## src/rtl/transient_averager_macros.svh

```systemverilog
// Assertion helpers for the averager.
`ifndef TRANSIENT_AVERAGER_MACROS_SVH
`define TRANSIENT_AVERAGER_MACROS_SVH

// Clock and reset given explicitly.
`define TAVG_ASSERT_CLK(label, clk, rst, prop, msg) \
   label: assert property (@(posedge clk) disable iff (rst) prop) else $error(msg);

// Block clock and reset.
`define TAVG_ASSERT(label, prop, msg) \
   `TAVG_ASSERT_CLK(label, clock, reset, prop, msg)

`endif

```

## src/rtl/tavg_pkg.sv

```systemverilog
`default_nettype none

package tavg_pkg;

   localparam int SAMPLE_W = 16;
   localparam int OUT_W    = 18;
   localparam int IDX_W    = 12;
   localparam int MODE_W   = 2;
   localparam int NPTS_W   = 13;
   localparam int NTR_W    = 11;
   localparam int ADDR_W   = 4;
   localparam int DATA_W   = 32;

   localparam int OUT_MAX = 131071;

   localparam logic [MODE_W-1:0] MODE_ALL   = 2'd0;
   localparam logic [MODE_W-1:0] MODE_ODD   = 2'd1;
   localparam logic [MODE_W-1:0] MODE_EVEN  = 2'd2;
   localparam logic [MODE_W-1:0] MODE_CYCLE = 2'd3;

   localparam logic [1:0] REG_MODE   = 2'd0;
   localparam logic [1:0] REG_POINTS = 2'd1;
   localparam logic [1:0] REG_COUNT  = 2'd2;

   localparam logic [NPTS_W-1:0] POINTS_RST = 13'd1024;
   localparam logic [NTR_W-1:0]  COUNT_RST  = 11'd1;

endpackage

`default_nettype wire

```

## src/rtl/tavg_div.sv

```systemverilog
`default_nettype none

module tavg_div #(
   parameter int ACC_WIDTH = 27
) (
   input  wire logic                                clock,
   input  wire logic                                reset,
   input  wire logic                                start,
   input  wire logic signed [ACC_WIDTH-1:0]         dividend,
   input  wire logic [tavg_pkg::NTR_W-1:0]          divisor,
   output logic                                     done,
   output logic signed [tavg_pkg::OUT_W-1:0]        quotient
);
   import tavg_pkg::*;

   localparam int STEP_W = $clog2(ACC_WIDTH);

   logic                 busy_ff, busy_in;
   logic                 done_ff, done_in;
   logic                 neg_ff, neg_in;
   logic [ACC_WIDTH-1:0] quo_ff, quo_in;
   logic [NTR_W-1:0]     rem_ff, rem_in;
   logic [NTR_W-1:0]     div_ff, div_in;
   logic [STEP_W-1:0]    step_ff, step_in;
   logic [NTR_W:0]       trial;
   logic                 fits;
   logic [ACC_WIDTH-1:0] mag;
   logic                 sat;

   assign trial = {rem_ff, quo_ff[ACC_WIDTH-1]};
   assign fits  = trial >= {1'b0, div_ff};
   assign mag   = dividend[ACC_WIDTH-1] ? (ACC_WIDTH'(0) - dividend) : dividend;

   always_comb begin
      busy_in = busy_ff;
      done_in = 1'b0;
      neg_in  = neg_ff;
      quo_in  = quo_ff;
      rem_in  = rem_ff;
      div_in  = div_ff;
      step_in = step_ff;
      if (start) begin
         busy_in = 1'b1;
         neg_in  = dividend[ACC_WIDTH-1];
         quo_in  = mag;
         rem_in  = '0;
         div_in  = divisor;
         step_in = STEP_W'(ACC_WIDTH - 1);
      end else if (busy_ff) begin
         rem_in  = fits ? NTR_W'(trial - {1'b0, div_ff}) : trial[NTR_W-1:0];
         quo_in  = {quo_ff[ACC_WIDTH-2:0], fits};
         step_in = step_ff - STEP_W'(1);
         if (step_ff == '0) begin
            busy_in = 1'b0;
            done_in = 1'b1;
         end
      end
   end

   always_ff @(posedge clock) begin
      if (reset) begin
         busy_ff <= 1'b0;
         done_ff <= 1'b0;
      end else begin
         busy_ff <= busy_in;
         done_ff <= done_in;
      end
      neg_ff  <= neg_in;
      quo_ff  <= quo_in;
      rem_ff  <= rem_in;
      div_ff  <= div_in;
      step_ff <= step_in;
   end

   // saturate magnitude to the signed output range
   assign sat = neg_ff ? (quo_ff > ACC_WIDTH'(OUT_MAX + 1)) : (quo_ff > ACC_WIDTH'(OUT_MAX));

   always_comb begin
      if (sat) begin
         quotient = neg_ff ? OUT_W'(-OUT_MAX - 1) : OUT_W'(OUT_MAX);
      end else if (neg_ff) begin
         quotient = OUT_W'(0) - quo_ff[OUT_W-1:0];
      end else begin
         quotient = quo_ff[OUT_W-1:0];
      end
   end

   assign done = done_ff;

endmodule

`default_nettype wire

```

## config.mk

```make
export PLATFORM = sky130hd
export DESIGN_NAME = tavg_div
export DESIGN_NICKNAME = d
export VERILOG_FILES = /design/src/rtl/transient_averager_macros.svh /design/src/rtl/tavg_pkg.sv /design/src/rtl/tavg_div.sv
export SDC_FILE = /design/constraint.sdc
export NUM_CORES = 1
export LEC_CHECK = 0
export ABC_AREA = 1
export BUFFER_PORTS_ARGS = -buffer_cell sky130_fd_sc_hd__buf_2
export CORE_AREA = 2 2 66 131
export CTS_CLUSTER_SIZE = 24
export DETAILED_ROUTE_END_ITERATION = 10
export DIE_AREA = 0 0 68 133
export PLACE_DENSITY = 0.83
export SLEW_MARGIN = 20
export SYNTH_ARGS = -nofsm -noshare
export SYNTH_HDL_FRONTEND = slang
export SYNTH_SLANG_ARGS = --single-unit
```

## constraint.sdc

```tcl
create_clock -name clock -period 6 [get_ports clock]
set_input_delay 0.6 -clock clock [delete_from_list [all_inputs] [get_ports clock]]
set_output_delay 0.6 -clock clock [all_outputs]
set_load 0.05 [all_outputs]
```

Word level (Yosys, flattened, before mapping). Index checks and enable logic that the tools add are counted.

Add/sub/neg operators: 4. Order comparisons: 3. Muxes and demuxes: 12. Bitwise logic cells: 1. Reduce and logical (&&, ||, !) cells: 3.

Operators with widths (number): $mux 27 (3); $mux 18 (3); $gt 27x17->1 const B (1); $gt 27x18->1 const B (1); $sub 1x27->27 const A (1); $sub 1x18->18 const A (1); $ge 12x11->1 (1); $mux 11 (1); $sub 11x11->11 (1); $logic_not 5->1 (1); $mux 1 (5); $sub 5x1->5 const B (1); $reduce_or 3->1 (1); $reduce_bool 2->1 (1); $not 1->1 (1).

Bits in registers: 57.

Longest topological paths before layout.
Word-level depth: 4. Mapped depth: 12. Gate-level depth less buffers: 12.

Least setup slack after synthesis. OpenSTA, ideal clock, no wires.

Kind: flip-flop to output port. From: reg quo_ff[0]. To: out quotient[15] in the netlist's numbering. Arrival time: 1.727 ns. Data required time: 5.400 ns. Path slack: 3.673 ns. Stages on the path, launching flop included: 10. Buffers on the path: 1. Path through: edfxtp_1 inv_1 ha_1 nand3_2 nor2_4 nand4_2 nand3b_4 buf_8 nand3_1 nand2_1.

Longest elaborated chain between the ends: 3.

Ends and longest elaborated chain: start: declaration (line tavg_div.sv:21) `logic [ACC_WIDTH-1:0] quo_ff, quo_in;`; start signal: assignment (line tavg_div.sv:69) `quo_ff <= quo_in;`; $gt 27x17->1 (tied with other cells) (line tavg_div.sv:76) `assign sat = neg_ff ? (quo_ff > ACC_WIDTH'(OUT_MAX + 1)) : (quo_ff > ACC_WIDTH'(OUT_MAX));`; $mux 1 or $mux 18 (tied branches) (line tavg_div.sv:76, tavg_div.sv:81); $mux 18 (*) (line tavg_div.sv:79) `if (sat) begin`; end: declaration (line tavg_div.sv:12) `output logic signed [tavg_pkg::OUT_W-1:0] quotient`.

Mark *: on every way between the ends. The rest lies on a longest branch, timed or not.

Worst setup path after layout.
From: reg quo_ff[0]. To: out quotient[12] in the netlist's numbering.

The elaborated chain is that of the path after synthesis.

==> key figures <==
Clock tree
  • Number of setup buffers added after CTS: 0
  • CTS Hold Buffers Added: 0
  • Clock-pin slew on the worst setup and hold paths: roughly 50 ps
  • TritonCTS buffer count: 9
  • CTS tree: yes
  • Clock Root Buffer: clkbuf_16
  • H-tree depth: 3
  • Clk buf depth: 2
  • # clock sinks: 57
  • Post-cts resize count: 0
  • Clock Latency Late Sink: 330 ps

Critical path
  • Arrival time worst endpoint: 2320 ps
  • Worst setup EP type: output pin
  • Startpoint Class: register
  • CP Max Fanout: 18
  • CP Launch Point: quo_ff[0]$_DFFE_PP_
  • CP required: between 5000 and 6000 ps
  • Reg2reg start: quo_ff[26]$_DFFE_PP_
  • Critical path type: register to output pin

Cells and area
  • Nets: between 800 and 900
  • Sequential cell area: about 0.0015 mm^2
  • Layout fillers: 738
  • Most frequent cells in the layout: nand2_1, inv_1, nand3_1
  • Most common cell after layout, fill and taps aside: nand2_1
  • Final Instance Area: approximately 0.0052 mm^2
  • Fin util: 64.2%
  • Area of the multi-input gates: roughly 0.0026 mm^2
  • P&R area growth vs syn: 13.3%
  • Share of cells above drive strength 1: around an eighth
  • N_diodes: 0

Routing
  • Drt first pass iters: 5
  • Remaining DRCs: 0
  • Final wirelength: 11000 um
  • DR WL met3: 568 um
  • Vias: approximately 4600
  • Post-DRT Antenna Nets: 0
  • Wirelength per Cell: 13.0 um
  • Met2 WL post-DR: between 5000 and 6000 um
  • Initial DRC count: ~330
  • DR top layer: met4
  • DRT met1 WL: 4730 um
  • Vias per cell: roughly 5.4

Pwr
  • Total power: about 1300 uW
  • Max VDD drop: approximately 0.18 mV
  • Cell area power density: 253 mW/mm^2
  • P_leak: roughly 0.0026 uW

STA
  • Rel. slew slack: between 30% and 40%
  • Max Clock Skew: ~5.3 ps
  • Least-Margin Pin Slew: 1010 ps
  • Endpoints failing setup: 0
  • Fin Setup TNS: 0 ps
  • Period minus WS final: between 2000 and 3000 ps
  • Fmax: roughly 340 MHz
  • Fin crit share: about half
  • Hold Vio Cnt, Final: 0
  • Setup WS post-layout: 3080 ps
  • Max-slew violations: 0
  • RSZ-0062 raised after global routing: false

Global route
  • Vias in the first global route: ~4200
  • Antenna violations before repair: 0
  • Largest net degree at the start of global routing: 40
  • GRT Total Usage: 26.5%
  • Gr ovfl total: 0
  • Global-route wire length before repair: about 19000 um

Placed design
  • Port bufs: around 60
  • Placer Congestion: around 0.91
  • Area post-placement: about 0.0049 mm^2
  • Setup WS pre-CTS: 3030 ps
  • DP HPWL: about 8100 um

Floorplan
  • Die Y: ~130 um
  • Die width: 68 um
  • Die area: between 0.009 and 0.01 mm^2
  • Ports: 60
  • Core area: ~0.0081 mm^2
  • Starting Density: 56.7%
  • Rows: 47

Synthesis
  • Post-synth EDFFs: 39
  • Post-synth ARST share: 0%
  • Synth unique cells: 44
  • Leading area contributor after synthesis: edfxtp_1
  • Syn. warnings: 0
  • Prevailing post-synth register cell: edfxtp_1
  • Top cells by area, synth: edfxtp_1, nand2_1, nand3_1
  • Synthesized area per cell: approximately 6.6 um^2
  • Register area share after synthesis: between 30% and 40%
  • Yosys reg bits: 57
  • Synth Instances: about 690
  • Cell Area, Synth: between 0.004 and 0.005 mm^2
  • Top cell type's share of synthesized area: 25.5%
  • Syn Nets: approximately 750

Status
  • Status: completed

Min path
  • HP Class: input port to register
  • Hold Startpoint: divisor[3]

Job
  • Max Cap Viol: 0
[final cells by class]
class | count | share of cell area (%)
clock inverters | 3 | 0.360
well taps | 98 | 2.35
clock buffers | 13 | 5.62
repair buffers | 59 | 5.67
flip-flops and latches | 57 | 29.4
multi-input cells | 520 | 49.7
inverters | 96 | 6.91
[synthesized netlist by cell type, types with 3 or more instances]
cell / count
xor2_1: 13
xnor2_1: 5
inv_1: 93
a21oi_1: 10
edfxtp_1: 39
nor2_1: 61
clkbuf_1: 8
buf_4: 3
ha_1: 16
o21ai_0: 28
nor2_4: 3
nand4_1: 28
nand2_1: 232
or2_2: 3
dfxtp_1: 18
buf_2: 5
nand3_1: 90
nor3_1: 4
[critical path, cell delays in order (launching register included)]
cell and delay [ps]:
edfxtp_1 460, inv_1 200, ha_1 230, nand3_2 120, nor2_4 200, nand4_2 120, nand3b_4 210, nand3_1 120
nand2_1 70, buf_2 260
[layer usage]
layer	up-vias	GRT usage (%)
li1	2348	-
met4	0	9.44
met5	-	0
met1	2060	34.8
met2	162	42.8
met3	23	4.34
[through the flow]
stage | instances | hold WS [ps]
2_1_floorplan | 693 | 428
3_3_place_gp | 830 | 440
3_5_place_dp | 830 | 446
4_1_cts | 846 | 436
5_1_grt | 846 | 432
6_report | 846 | 442
[report_power, final]
part,switching (uW),leakage [uW],internal (uW)
clock network,178,0.000156,340
logic,207,0.00189,90.7
registers,36.9,0.000542,465
total,421,0.00259,895
[sequential cells by signal, summed over array words and instances, names as in the netlist]
| register | count |
|---|---|
| busy_ff | 1 |
| div_ff | 11 |
| done | 1 |
| neg_ff | 1 |
| quo_ff | 27 |
| rem_ff | 11 |
| step_ff | 5 |
[cell families (layout without fill, tap and decap cells)]
family	after synthesis	after routing	share of synthesized area (%)
AND/OR/NAND/NOR	438	438	42.5
flip-flops	57	57	33.3
AO/OA/AOI/OAI	47	47	5.55
buffers and inverters	116	171	10.4
XOR/XNOR	18	18	3.43
adder cells (fa/ha/maj)	17	17	4.79
[path summary, 6_finish.rpt]
path / to / slack [ps] / depth (start not counted)
worst max-delay path: quotient[12] / 3080 / 9
worst min-delay path: div_ff[3]$_DFFE_PP_ / 440 / 1
worst max register to register: quo_ff[0]$_DFFE_PP_ / 3150 / 10
worst min register to register: step_ff[4]$_SDFFE_PP1P_ / 460 / 2
Power figures use the tool's default switching activity.
